$ cat config.mk
export PLATFORM = sky130hd
export DESIGN_NAME = ssm_ctrl
export DESIGN_NICKNAME = d
export VERILOG_FILES = /design/src/hw/rtl/ssm_pkg.sv /design/src/hw/rtl/ssm_ctrl.sv
export VERILOG_INCLUDE_DIRS = /design/src /design/src/hw/rtl
export SDC_FILE = /design/constraint.sdc
export NUM_CORES = 1
export LEC_CHECK = 0
export ABC_AREA = 1
export BUFFER_PORTS_ARGS = -buffer_cell sky130_fd_sc_hd__buf_2
export CAP_MARGIN = 20
export CORE_UTILIZATION = 53
export DETAILED_ROUTE_END_ITERATION = 6
export GPL_TIMING_DRIVEN = 0
export MAX_ROUTING_LAYER = met4
export PLACE_DENSITY = 0.77
export RECOVER_POWER = 25
export SKIP_LAST_GASP = 1
export SYNTH_ARGS = -nofsm -noshare
export SYNTH_HDL_FRONTEND = slang
export SYNTH_SLANG_ARGS = --single-unit
$ cat constraint.sdc
create_clock -name clk -period 1.6 [get_ports clk]
set_input_delay 0 -clock clk [delete_from_list [all_inputs] [get_ports clk]]
set_output_delay 0 -clock clk [all_outputs]
set_load 0.05 [all_outputs]
$ cat src/hw/rtl/segmented_stack_manager_assert.svh
// assertion macros for the segmented stack manager
`ifndef SEGMENTED_STACK_MANAGER_ASSERT_SVH
`define SEGMENTED_STACK_MANAGER_ASSERT_SVH
`ifndef SYNTH
`define SSM_ASSERT(label, prop, msg) \
    label: assert property (@(posedge clk) disable iff (!rst_n) prop) else $error(msg);
`define SSM_ASSERT_NEXT(label, pre, post, msg) \
    label: assert property (@(posedge clk) disable iff (!rst_n) pre |=> post) else $error(msg);
`else
`define SSM_ASSERT(label, prop, msg)
`define SSM_ASSERT_NEXT(label, pre, post, msg)
`endif
`endif

$ cat src/hw/rtl/ssm_pkg.sv
// types and codes shared by the segmented stack manager modules
package ssm_pkg;

    typedef struct packed {
        logic [2:0]  command;
        logic [1:0]  stack_id;
        logic [31:0] push_value;
        logic [11:0] depth_offset;
    } req_t;

    typedef struct packed {
        logic [31:0] read_value;
        logic [12:0] stack_depth;
        logic [1:0]  status;
    } rsp_t;

    localparam logic [2:0] CMD_OPEN  = 3'd0;
    localparam logic [2:0] CMD_PUSH  = 3'd1;
    localparam logic [2:0] CMD_POP   = 3'd2;
    localparam logic [2:0] CMD_ALLOC = 3'd3;
    localparam logic [2:0] CMD_FSEG  = 3'd4;
    localparam logic [2:0] CMD_FSTK  = 3'd5;
    localparam logic [2:0] CMD_SIZE  = 3'd6;
    localparam logic [2:0] CMD_PEEK  = 3'd7;

    localparam logic [1:0] ST_OK     = 2'd0;
    localparam logic [1:0] ST_NOFREE = 2'd1;
    localparam logic [1:0] ST_RANGE  = 2'd2;
    localparam logic [1:0] ST_CLOSED = 2'd3;

    localparam logic [4:0] OP_NONE       = 5'd0;
    localparam logic [4:0] OP_INIT       = 5'd1;
    localparam logic [4:0] OP_LATCH      = 5'd2;
    localparam logic [4:0] OP_RD_FH      = 5'd3;
    localparam logic [4:0] OP_TAKE_OPEN  = 5'd4;
    localparam logic [4:0] OP_TAKE_GROW  = 5'd5;
    localparam logic [4:0] OP_PUSH       = 5'd6;
    localparam logic [4:0] OP_RD_TOP     = 5'd7;
    localparam logic [4:0] OP_POP        = 5'd8;
    localparam logic [4:0] OP_RD_BASE    = 5'd9;
    localparam logic [4:0] OP_SHRINK     = 5'd10;
    localparam logic [4:0] OP_FS_START   = 5'd11;
    localparam logic [4:0] OP_RD_B       = 5'd12;
    localparam logic [4:0] OP_FS_GIVE    = 5'd13;
    localparam logic [4:0] OP_WALK_START = 5'd14;
    localparam logic [4:0] OP_WALK_ADD   = 5'd15;
    localparam logic [4:0] OP_WALK_LINK  = 5'd16;
    localparam logic [4:0] OP_SET_DEP    = 5'd17;
    localparam logic [4:0] OP_PK_STEP    = 5'd18;
    localparam logic [4:0] OP_PK_RD      = 5'd19;
    localparam logic [4:0] OP_PK_DATA    = 5'd20;

    typedef struct packed {
        logic [4:0] op;
        logic       st_we;
        logic [1:0] st_val;
        logic       finish;
    } ctl_t;

    typedef struct packed {
        logic [2:0] cmd;
        logic       sid_ok;
        logic       is_open;
        logic       full;
        logic       empty;
        logic       fh_nil;
        logic       link_nil;
        logic       pk_hit;
        logic       off_ge_n;
        logic       init_last;
    } flg_t;

endpackage

$ cat src/hw/rtl/ssm_ctrl.sv
// controller state machine sequencing pool accesses for each command
`include "segmented_stack_manager_assert.svh"
module ssm_ctrl import ssm_pkg::*; (
    input  logic clk,
    input  logic rst_n,
    input  logic start,
    input  flg_t flg,
    output ctl_t ctl,
    output logic busy
);

    localparam logic [4:0] S_INIT     = 5'd0;
    localparam logic [4:0] S_IDLE     = 5'd1;
    localparam logic [4:0] S_DEC      = 5'd2;
    localparam logic [4:0] S_TK_OPEN  = 5'd3;
    localparam logic [4:0] S_TK_GROW  = 5'd4;
    localparam logic [4:0] S_TK_GROWP = 5'd5;
    localparam logic [4:0] S_PUSH     = 5'd6;
    localparam logic [4:0] S_POP_D    = 5'd7;
    localparam logic [4:0] S_POP_CK   = 5'd8;
    localparam logic [4:0] S_SHR      = 5'd9;
    localparam logic [4:0] S_FS_RD    = 5'd10;
    localparam logic [4:0] S_FS_WR    = 5'd11;
    localparam logic [4:0] S_WALK     = 5'd12;
    localparam logic [4:0] S_WALK_NX  = 5'd13;
    localparam logic [4:0] S_WEND     = 5'd14;
    localparam logic [4:0] S_PK       = 5'd15;
    localparam logic [4:0] S_PK_NX    = 5'd16;
    localparam logic [4:0] S_PK_D     = 5'd17;
    localparam logic [4:0] S_DONE     = 5'd18;

    logic [4:0] state_reg, state_next;

    always_comb
    begin
        state_next = state_reg;
        ctl        = '0;
        unique case (state_reg)
            S_INIT:
            begin
                ctl.op = OP_INIT;
                if (flg.init_last)
                begin
                    state_next = S_IDLE;
                end
            end
            S_IDLE:
            begin
                if (start)
                begin
                    ctl.op     = OP_LATCH;
                    state_next = S_DEC;
                end
            end
            S_DEC:
            begin
                state_next = S_DONE;
                if (!flg.sid_ok)
                begin
                    ctl.st_we  = 1'b1;
                    ctl.st_val = ST_CLOSED;
                end
                else if (flg.cmd == CMD_OPEN)
                begin
                    if (!flg.is_open)
                    begin
                        if (flg.fh_nil)
                        begin
                            ctl.st_we  = 1'b1;
                            ctl.st_val = ST_NOFREE;
                        end
                        else
                        begin
                            ctl.op     = OP_RD_FH;
                            state_next = S_TK_OPEN;
                        end
                    end
                end
                else if (!flg.is_open)
                begin
                    ctl.st_we  = 1'b1;
                    ctl.st_val = ST_CLOSED;
                end
                else
                begin
                    unique case (flg.cmd) inside
                        CMD_PUSH:
                        begin
                            if (!flg.full)
                            begin
                                ctl.op = OP_PUSH;
                            end
                            else if (flg.fh_nil)
                            begin
                                ctl.st_we  = 1'b1;
                                ctl.st_val = ST_NOFREE;
                            end
                            else
                            begin
                                ctl.op     = OP_RD_FH;
                                state_next = S_TK_GROWP;
                            end
                        end
                        CMD_POP:
                        begin
                            if (flg.empty)
                            begin
                                ctl.st_we  = 1'b1;
                                ctl.st_val = ST_RANGE;
                            end
                            else
                            begin
                                ctl.op     = OP_RD_TOP;
                                state_next = S_POP_D;
                            end
                        end
                        CMD_ALLOC:
                        begin
                            if (flg.fh_nil)
                            begin
                                ctl.st_we  = 1'b1;
                                ctl.st_val = ST_NOFREE;
                            end
                            else
                            begin
                                ctl.op     = OP_RD_FH;
                                state_next = S_TK_GROW;
                            end
                        end
                        CMD_FSEG:
                        begin
                            ctl.op     = OP_RD_BASE;
                            state_next = S_SHR;
                        end
                        CMD_FSTK:
                        begin
                            ctl.op     = OP_FS_START;
                            state_next = S_FS_RD;
                        end
                        CMD_SIZE, CMD_PEEK:
                        begin
                            ctl.op     = OP_WALK_START;
                            state_next = S_WALK;
                        end
                        default:
                        begin
                        end
                    endcase
                end
            end
            S_TK_OPEN:
            begin
                ctl.op     = OP_TAKE_OPEN;
                state_next = S_DONE;
            end
            S_TK_GROW:
            begin
                ctl.op     = OP_TAKE_GROW;
                state_next = S_DONE;
            end
            S_TK_GROWP:
            begin
                ctl.op     = OP_TAKE_GROW;
                state_next = S_PUSH;
            end
            S_PUSH:
            begin
                ctl.op     = OP_PUSH;
                state_next = S_DONE;
            end
            S_POP_D:
            begin
                ctl.op     = OP_POP;
                state_next = S_POP_CK;
            end
            S_POP_CK:
            begin
                if (flg.empty)
                begin
                    ctl.op     = OP_RD_BASE;
                    state_next = S_SHR;
                end
                else
                begin
                    state_next = S_DONE;
                end
            end
            S_SHR:
            begin
                ctl.op     = OP_SHRINK;
                state_next = S_DONE;
            end
            S_FS_RD:
            begin
                ctl.op     = OP_RD_B;
                state_next = S_FS_WR;
            end
            S_FS_WR:
            begin
                ctl.op     = OP_FS_GIVE;
                state_next = flg.link_nil ? S_DONE : S_FS_RD;
            end
            S_WALK:
            begin
                ctl.op     = OP_WALK_ADD;
                state_next = S_WALK_NX;
            end
            S_WALK_NX:
            begin
                ctl.op     = OP_WALK_LINK;
                state_next = flg.link_nil ? S_WEND : S_WALK;
            end
            S_WEND:
            begin
                state_next = S_DONE;
                if (flg.cmd == CMD_SIZE)
                begin
                    ctl.op = OP_SET_DEP;
                end
                else if (flg.off_ge_n)
                begin
                    ctl.st_we  = 1'b1;
                    ctl.st_val = ST_RANGE;
                end
                else
                begin
                    ctl.op     = OP_WALK_START;
                    state_next = S_PK;
                end
            end
            S_PK:
            begin
                if (flg.pk_hit)
                begin
                    ctl.op     = OP_PK_RD;
                    state_next = S_PK_D;
                end
                else
                begin
                    ctl.op     = OP_PK_STEP;
                    state_next = S_PK_NX;
                end
            end
            S_PK_NX:
            begin
                ctl.op = OP_WALK_LINK;
                if (flg.link_nil)
                begin
                    ctl.st_we  = 1'b1;
                    ctl.st_val = ST_RANGE;
                    state_next = S_DONE;
                end
                else
                begin
                    state_next = S_PK;
                end
            end
            S_PK_D:
            begin
                ctl.op     = OP_PK_DATA;
                state_next = S_DONE;
            end
            S_DONE:
            begin
                ctl.finish = 1'b1;
                state_next = S_IDLE;
            end
            default:
            begin
                state_next = S_IDLE;
            end
        endcase
    end

    always_ff @(posedge clk or negedge rst_n)
    begin
        if (!rst_n)
        begin
            state_reg <= S_INIT;
        end
        else
        begin
            state_reg <= state_next;
        end
    end

    assign busy = state_reg != S_IDLE;

    `SSM_ASSERT_NEXT(a_start_decodes, (state_reg == S_IDLE && start), (state_reg == S_DEC), "accepted transfer not decoded")
    `SSM_ASSERT_NEXT(a_done_returns, (state_reg == S_DONE), (state_reg == S_IDLE && !busy), "finish did not return to idle")
    `SSM_ASSERT_NEXT(a_walk_pairs, (state_reg == S_WALK), (state_reg == S_WALK_NX), "walk step lost its link read")
    `SSM_ASSERT(a_init_no_finish, (state_reg == S_INIT) |-> (!ctl.finish && !ctl.st_we), "result raised during pool clearing")

endmodule

# After elaboration in Yosys (flattened, before gate mapping)

Cells that the tools add are included.

Add/sub/neg operators: 0
Multipliers: 0
Div/mod/pow operators: 0
Magnitude comparators: 0
Eq/ne operators: 28
Shifts and indexed selects: 0
Muxes and demuxes: 45
Bitwise operators: 0
Reduce and logical (&&, ||, !) cells: 7

Operators by type and width:

| cell                                                                   | number |
|---|---|
| 5-bit two-way mux                                                      | 21 |
| 5-bit case mux with 16 select lines                                    | 1 |
| 5-bit case mux with 14 select lines                                    | 1 |
| 5-bit case mux with 6 select lines                                     | 2 |
| 5-bit by 4-bit equality test with 1-bit output (second input constant) | 8 |
| 3-bit two-way mux                                                      | 9 |
| 5-bit by 3-bit equality test with 1-bit output (second input constant) | 4 |
| 3-bit case mux with 3 select lines                                     | 2 |
| 5-bit equality test (second input constant)                            | 3 |
| 3-bit equality test (second input constant)                            | 4 |
| 5-bit by 2-bit equality test with 1-bit output (second input constant) | 2 |
| 4-bit two-way mux                                                      | 2 |
| 8-bit two-way mux                                                      | 1 |
| 3-bit by 2-bit equality test with 1-bit output (second input constant) | 2 |
| 2-bit two-way mux                                                      | 3 |
| 2-bit OR reduction                                                     | 3 |
| 5-bit by 1-bit equality test with 1-bit output (second input constant) | 1 |
| 5-bit zero test                                                        | 1 |
| 5-bit by 1-bit != test with 1-bit output (second input constant)       | 1 |
| 5-bit OR reduction                                                     | 1 |
| 2-bit != test (second input constant)                                  | 2 |
| 3-bit by 1-bit equality test with 1-bit output (second input constant) | 1 |
| 3-bit zero test                                                        | 1 |
| 1-bit two-way mux                                                      | 3 |
| 2-bit AND reduction                                                    | 1 |

Bits in registers: 5
Bits in latches: 0
Memory bits (writable): 0
ROM bits: 0
Input port bits: 15
Output and inout port bits: 10
Word-level logic and storage cells: 81
Memories: 0

# Logic depth before layout (Yosys ltp)

Gate-level depths: netlist of the first run.

Word-level depth: 7
Mapped depth: 12
Gate-level depth less buffers: 11

# Least setup slack after synthesis of the first run

Ideal clock, no wire load.

Path kind: reg-to-output
From: register state_reg[3]
To: output ctl[2] in the netlist's numbering
Arrival time: 1.906 ns
Data required time: 1.600 ns
Path slack: -0.306 ns
Cell stages (with the launch flop): 4
Buffers on the path: 0
Cells stage by stage: dfrtp_1 > nor2_4 > nand3_1 > o21ai_0

RTL lines:

| element                | RTL line        | source |
|---|---|---|
| start, declared        | ssm_ctrl.sv:32  | `logic [4:0] state_reg, state_next;` |
| start signal, assigned | ssm_ctrl.sv:283 | `state_reg <= state_next;` |
| end, declared          | ssm_ctrl.sv:8   | `output ctl_t ctl,` |

==> results of run 1 <==
-- metal layers --
layer  global-route usage [%]  vias up
met3                     12.3       75
li1                         -      725
met5                        -        -
met2                     61.7      214
met4                     13.5        0
met1                     51.1      716
-- metrics by stage --
stage          power, W  util, %  area, µm²  TNS, ns
6_report        0.00327     87.9       1550    -1.33
4_1_cts         0.00262     78.2       1380  -0.0362
3_5_place_dp    0.00210     66.6       1170   -0.115
3_3_place_gp    0.00210     66.6       1170   -0.172
5_1_grt         0.00337     87.9       1550    -1.46
2_1_floorplan   0.00170        -       1030        0
-- cell families after synthesis --
group	Yosys count	synth area share [%]
flip-flops	5	12.2
AND/OR/NAND/NOR	127	58.1
AO/OA/AOI/OAI	28	15.9
buffers and inverters	34	13.9
-- area by class of cell --
class / instances / area share [%]
Buffer: 3 / 2.18
Timing Repair Buffer: 38 / 19.0
Sequential cell: 5 / 8.31
Clock buffer: 4 / 1.69
Inverter: 31 / 7.98
Tap cell: 25 / 2.02
Multi-Input combinational cell: 155 / 58.9
-- timing repair --
| action | in CTS | in global routing |
|---|---|---|
| hold endpoints to repair | 5 | 0 |
| hold buffers | 1 | 0 |
| pin swaps | 9 | 10 |
| setup endpoints to repair | 9 | 9 |
| setup buffers | 7 | 7 |
| resized for setup | 37 | 28 |
-- cell usage after synthesis --
cell                        count
sky130_fd_sc_hd__buf_6          1
sky130_fd_sc_hd__nor2_1        32
sky130_fd_sc_hd__a31oi_1        3
sky130_fd_sc_hd__nand2_2        4
sky130_fd_sc_hd__nor2_2         2
sky130_fd_sc_hd__nor2_4         3
sky130_fd_sc_hd__nand4_1        5
sky130_fd_sc_hd__o21ai_2        1
sky130_fd_sc_hd__dfrtp_1        5
sky130_fd_sc_hd__inv_1         27
sky130_fd_sc_hd__nand2_1       46
sky130_fd_sc_hd__nand3_2        1
sky130_fd_sc_hd__o21ai_0       10
sky130_fd_sc_hd__a21oi_1        7
sky130_fd_sc_hd__or2_2          1
sky130_fd_sc_hd__and3_1         2
sky130_fd_sc_hd__buf_4          2
sky130_fd_sc_hd__nor2b_1        1
sky130_fd_sc_hd__o211ai_1       3
sky130_fd_sc_hd__nor4_1         1
sky130_fd_sc_hd__nor3_1         5
sky130_fd_sc_hd__nand3_1       22
sky130_fd_sc_hd__o21ai_1        2
sky130_fd_sc_hd__o2111ai_1      2
sky130_fd_sc_hd__nor3_4         1
sky130_fd_sc_hd__nand3b_1       1
sky130_fd_sc_hd__inv_2          4
-- worst max path at each step --
stage                     cells after the start  slack [ns]      to                     start
after floorplan                               7       0.002  ctl[5]  state_reg[4]$_DFFE_PN0P_
after global placement                        6       -0.12  ctl[6]  state_reg[3]$_DFFE_PN0P_
after detailed placement                      6       -0.09  ctl[6]  state_reg[3]$_DFFE_PN0P_
after CTS                                     6       -0.02  ctl[2]  state_reg[2]$_DFFE_PN0P_
after global routing                          7       -0.20  ctl[4]  state_reg[4]$_DFFE_PN0P_
final                                         7       -0.19  ctl[3]  state_reg[0]$_DFFE_PN0P_
-- worst reg2reg max path: stages (launching register included) --
cell and delay [ns]:
sky130_fd_sc_hd__dfrtp_2 0.47, sky130_fd_sc_hd__inv_2 0.06, sky130_fd_sc_hd__nand2_2 0.09, sky130_fd_sc_hd__buf_12 0.12, sky130_fd_sc_hd__buf_4 0.12, sky130_fd_sc_hd__nor2_1 0.05, sky130_fd_sc_hd__nor2_1 0.09, sky130_fd_sc_hd__nand2_1 0.11
sky130_fd_sc_hd__nor2_1 0.13, sky130_fd_sc_hd__nor2b_1 0.25, sky130_fd_sc_hd__a21oi_1 0.11
-- power breakdown --
part           total, W  leakage (nW)  switching (W)  internal (W)
combinational   0.00282         0.770        0.00185      0.000969
sequential     0.000296        0.0589      0.0000958      0.000200
clock          0.000161        0.0150      0.0000657     0.0000951
==> flow_metrics.env, run 1 <==
export IMPL_result_of_the_run="finished with violations"
export IMPL_violations="negative setup slack"
export IMPL_firstDrtPassIters=6
export IMPL_tightest_slew_ns=0.415
export IMPL_drive_gt1_share_pct=37.7
export IMPL_timing_critical_path_max_delay_family="simple AND/OR/NAND/NOR gates"
export IMPL_synth_top_area_cells="sky130_fd_sc_hd__nand2_1 17%, sky130_fd_sc_hd__dfrtp_1 12%, sky130_fd_sc_hd__nor2_1 12%"
export IMPL_finalSetupViolations=11
export IMPL_clock_sinks=5
export IMPL_ff2ff_setup_slack_ns=-0.15
export IMPL_worstPathBufferInverterCount=2
export IMPL_num_nets_final=252
export IMPL_ant_nets=0
export IMPL_dr_wl_met3_um=937
export IMPL_ctsHtreeMaxLevel=1
export IMPL_cts_root_buf="sky130_fd_sc_hd__clkbuf_4"
export IMPL_timing_critical_path_arrival_ns=1.79
export IMPL_synth_nets=209
export IMPL_path_class="flip-flop to output pin"
export IMPL_first_iteration_detailed_routing_drc_count=209
export IMPL_n_antenna_cell=0
export IMPL_synth_yosys_warnings=0
export IMPL_netlist_instances=194
export IMPL_cp_slowest_stage_delay_ns=0.39
export IMPL_hp_class="primary input to flip-flop"
export IMPL_multi_input_area_um2=913
export IMPL_hold_ws_ns=0.0453
export IMPL_wire_per_inst_um=19.7
export IMPL_die_width_um=46.0
export IMPL_nature_of_the_critical_path_startpoint="flip-flop"
export IMPL_syn_area_per_cell_um2=5.29
export IMPL_timing_hold_violations_final=0
export IMPL_drt_met1_wl_um=1580
export IMPL_pins_over_their_slew_limit=0
export IMPL_min_delay_worst_endpoint="state_reg[3]$_DFFE_PN0P_"
export IMPL_end_of_the_worst_register_to_register_path="state_reg[1]$_DFFE_PN0P_"
export IMPL_layout_common_cells="41 x sky130_fd_sc_hd__nand2_1, 25 x sky130_fd_sc_hd__nor2_1, 21 x sky130_fd_sc_hd__inv_1"
export IMPL_synth_top_cell_area_share_pct=16.8
export IMPL_maxSlewHeadroom_pct=72.2
export IMPL_clock_fmax_ghz=0.559
export IMPL_seq_area_frac_synth_pct=12.2
export IMPL_static_leakage_power_nw=0.844
export IMPL_tritoncts="done"
export IMPL_final_worst_slack_ns=-0.188
export IMPL_grt_setup_unrepaired="yes"
export IMPL_finalWorstPathRequiredPeriod_ns=1.79
export IMPL_reg2regPathDepth=10
export IMPL_cp_data_required_time_ns=1.60
export IMPL_cts_clk_slew_worst_paths_ns=0.06
export IMPL_synth_distinct_cells=27
export IMPL_finalWeightedCongestion=0.968
export IMPL_critical_path_slowest_cell="sky130_fd_sc_hd__dfrtp_1"
export IMPL_design_portCount=25
export IMPL_power_per_cell_area_mw_per_mm2=2110
export IMPL_kind_of_capture_point_of_the_worst_setup_path="output pin"
export IMPL_source_to_sink_clock_delay_at_the_later_pin_of_the_worst_skew_pair_ns=0.26
export IMPL_grt_antenna_before_repair=0
export IMPL_drt_drc_violations_left=0
export IMPL_synth_seq_cells=5
export IMPL_die_height_um=46.0
export IMPL_finClkSkew_ns=0.0202
export IMPL_drt_total_wl_um=5140
export IMPL_numCtsBuffers=3
export IMPL_final_common_cell="sky130_fd_sc_hd__nand2_1"
export IMPL_global_route_wire_length_before_repair_um=5890
export IMPL_fillerInstances=99
export IMPL_initial_utilization_pct=58.2
export IMPL_vdd_ir_drop_max_mv=1.74
export IMPL_final_cell_count_no_fill=261
export IMPL_coreArea_mm2=0.00176
export IMPL_highest_signal_layer="met4"
export IMPL_placementRows=15
export IMPL_grt_start_max_net_pins=10
export IMPL_groute_usage_overall_pct=40.7
export IMPL_vias=1730
export IMPL_met2_wirelength_um=2160
export IMPL_port_buffers=23
export IMPL_min_path_cells=2
export IMPL_dp_slack_ns=-0.0944
export IMPL_clk_path_buf_depth=2
export IMPL_avgViaCountPerCell=6.63
export IMPL_place_detailed_hpwl_um=2450
export IMPL_number_of_global_route_vias_before_repair=1258
export IMPL_largest_register_ffs=5
export IMPL_final_min_period_over_clock_period_pct=112
export IMPL_sequential_cell_area_um2=129
export IMPL_grt_remaining_overflow=0
export IMPL_timing_critical_path_fanout_max=7
export IMPL_worstReg2RegStart="state_reg[2]$_DFFE_PN0P_"
export IMPL_yosys_area_top_type="sky130_fd_sc_hd__nand2_1"
export IMPL_hold_start="flg[3]"
export IMPL_placedCellCount=242
export IMPL_drv_max_cap_violation_count=0
export IMPL_design_die_area_mm2=0.00212
export IMPL_crit_path_cell_trace="buf_6 > nor2_4 > nand3_1 > nor2_2 > a31oi_1 > nand2_1 > buf_4"
export IMPL_flow_area_growth_from_synthesis_pct=51.2
export IMPL_synth_cell_area_mm2=0.00103
Note: power is estimated with default switching activity, not from simulation.
==> run 2, diff against run 1 <==
--- a/config.mk
+++ b/config.mk
@@ -15,6 +15,7 @@
 export MAX_ROUTING_LAYER = met4
 export PLACE_DENSITY = 0.77
 export RECOVER_POWER = 25
+export SETUP_SLACK_MARGIN = 0.02
 export SKIP_LAST_GASP = 1
 export SYNTH_ARGS = -nofsm -noshare
 export SYNTH_HDL_FRONTEND = slang
==> run 2 against run 1 <==
  * Hold slack worse by 0.00050 ns
  * Worst setup slack gained 0.076 ns
  * The flow still finishes with violations (negative setup slack)
  * Critical path type unchanged
  * Clock power down 4%
==> flow_metrics.env, run 2 (synthesis results as in run 1) <==
export IMPL_grt_remaining_overflow=0
export IMPL_result_of_the_run="finished with violations"
export IMPL_finalSetupViolations=10
export IMPL_swShare_pct=60.3
export IMPL_cp_slowest_stage_delay_ns=0.37
export IMPL_pins_over_their_slew_limit=0
export IMPL_gr_util_met1_pct=51.6
export IMPL_nature_of_the_critical_path_startpoint="flip-flop"
export IMPL_ctsHtreeMaxLevel=1
export IMPL_post_route_cell_area_mm2=0.00152
export IMPL_groute_usage_overall_pct=42.5
export IMPL_tritoncts="done"
export IMPL_timing_critical_path_fanout_max=8
export IMPL_first_iteration_detailed_routing_drc_count=180
export IMPL_cts_root_buf="sky130_fd_sc_hd__clkbuf_4"
export IMPL_design_die_area_mm2=0.00212
export IMPL_coreArea_mm2=0.00176
export IMPL_pwr_share_comb_pct=86.2
export IMPL_placementRows=15
export IMPL_drv_max_cap_violation_count=0
export IMPL_num_nets_final=253
export IMPL_hold_ws_ns=0.0448
export IMPL_grt_setup_unrepaired="yes"
export IMPL_critical_path_slowest_cell="sky130_fd_sc_hd__dfrtp_1"
export IMPL_avgViaCountPerCell=6.31
export IMPL_global_route_wire_length_before_repair_um=6130
export IMPL_power_per_cell_area_mw_per_mm2=2090
export IMPL_clock_fmax_ghz=0.584
export IMPL_firstDrtPassIters=6
export IMPL_wire_per_inst_um=16.3
export IMPL_maxSlewHeadroom_pct=79.4
export IMPL_clk_path_buf_depth=2
export IMPL_largest_register_ffs=5
export IMPL_place_detailed_hpwl_um=2520
export IMPL_finClkSkew_ns=0.0123
export IMPL_finalWeightedCongestion=0.999
export IMPL_initial_utilization_pct=58.2
export IMPL_totalPowerFinal_w=0.00317
export IMPL_final_min_period_over_clock_period_pct=107
export IMPL_ff2ff_setup_slack_ns=-0.06
export IMPL_cts_clk_slew_worst_paths_ns=0.05
export IMPL_drt_drc_violations_left=0
export IMPL_flow_area_growth_from_synthesis_pct=47.7
export IMPL_p_sw_w=0.00191
export IMPL_grt_antenna_before_repair=0
export IMPL_drt_total_wl_um=4270
export IMPL_timing_hold_violations_final=0
export IMPL_violations="negative setup slack"
export IMPL_grt_start_max_net_pins=10
export IMPL_global_route_track_usage_on_met3_pct=15.9
export IMPL_n_antenna_cell=0
export IMPL_die_height_um=46.0
export IMPL_numCtsBuffers=3
export IMPL_timing_critical_path_arrival_ns=1.71
export IMPL_grt_busiest_layer="met2"
export IMPL_crit_path_cell_trace="buf_6 > nor2_4 > buf_4 > buf_4 > nand3_2 > o211ai_1 > nor2_1 > nand4_1 > buf_6"
export IMPL_layout_common_cells="38 x sky130_fd_sc_hd__nand2_1, 24 x sky130_fd_sc_hd__inv_1, 23 x sky130_fd_sc_hd__nor2_1"
export IMPL_design_portCount=25
export IMPL_drive_gt1_share_pct=38.4
export IMPL_kind_of_capture_point_of_the_worst_setup_path="output pin"
export IMPL_static_leakage_power_nw=0.796
export IMPL_source_to_sink_clock_delay_at_the_later_pin_of_the_worst_skew_pair_ns=0.26
export IMPL_pwr_share_seq_pct=8.9
export IMPL_ant_nets=0
export IMPL_vdd_ir_drop_max_mv=1.95
export IMPL_tightest_slew_ns=0.309
export IMPL_dp_slack_ns=-0.0921
export IMPL_die_width_um=46.0
export IMPL_final_worst_slack_ns=-0.112
export IMPL_number_of_global_route_vias_before_repair=1431
export IMPL_vias=1653
export IMPL_fin_setup_tns_ns=-0.663
export IMPL_port_buffers=23
export IMPL_clock_sinks=5
export IMPL_finalWorstPathRequiredPeriod_ns=1.71
export IMPL_path_class="flip-flop to output pin"
export IMPL_internal_power_w=0.00126
export IMPL_detailed_place_area_mm2=0.00118
export IMPL_cp_data_required_time_ns=1.60
export IMPL_share_clk_of_total_power_pct=4.9
export IMPL_globalRouteMet2Util_pct=61.4
export IMPL_final_common_cell="sky130_fd_sc_hd__nand2_1"
export IMPL_hp_class="primary input to flip-flop"
run 2: path summary, 6_finish.rpt:
kind	to	cells past startpoint	startpoint
max	ctl[4]	9	state_reg[0]$_DFFE_PN0P_
min	state_reg[3]$_DFFE_PN0P_	2	flg[3]
max reg2reg	state_reg[0]$_DFFE_PN0P_	11	state_reg[3]$_DFFE_PN0P_
min reg2reg	state_reg[2]$_DFFE_PN0P_	4	state_reg[1]$_DFFE_PN0P_
max in group asynchronous	state_reg[4]$_DFFE_PN0P_	2	rst_n
min in group asynchronous	state_reg[2]$_DFFE_PN0P_	2	rst_n
run 2: layer usage:
layer  up-vias  routed length (µm)
met5         -                   0
met1       712                1500
met3        49                 607
li1        726                   -
met4         0                 239
met2       166                1920
run 2: through the flow:
step | std cells | utilization (%)
6_report | 262 | 85.9
5_1_grt | 262 | 85.9
4_1_cts | 256 | 80.8
3_5_place_dp | 242 | 66.7
3_3_place_gp | 242 | 66.7
2_1_floorplan | 194 | -
run 2: critical path, delay by kind of cell (launching register included):
kind	cells	cell delay, ns
compound gates	1	0.09
buf+inv	4	0.58
flops	1	0.37
simple gates	4	0.42
run 2: area by class of cell:
| class | instances | area (µm²) |
|---|---|---|
| fillers | 100 | 249 |
| multi-input cells | 155 | 887 |
| repair buffers | 39 | 287 |
| flip-flops and latches | 5 | 129 |
| inverters | 31 | 121 |
| well taps | 25 | 31.3 |
| clock buffers | 4 | 26.3 |
| plain buffers | 3 | 33.8 |
run 2: power groups by stage:
stage	Combinational [W]	Clock (W)	Sequential [W]
2_1_floorplan	0.00147	0	0.000240
3_3_place_gp	0.00185	0	0.000249
3_5_place_dp	0.00186	0	0.000252
4_1_cts	0.00235	0.000158	0.000270
5_1_grt	0.00284	0.000168	0.000289
6_report	0.00273	0.000155	0.000282
run 2: repair_timing:
action                                  CTS  global route
buffers inserted                          9             6
pin swaps                                10             7
endpoints found under the hold margin     5             0
hold buffers                              1             0
endpoints found under the setup margin    9            11
gates resized for setup                  44            14
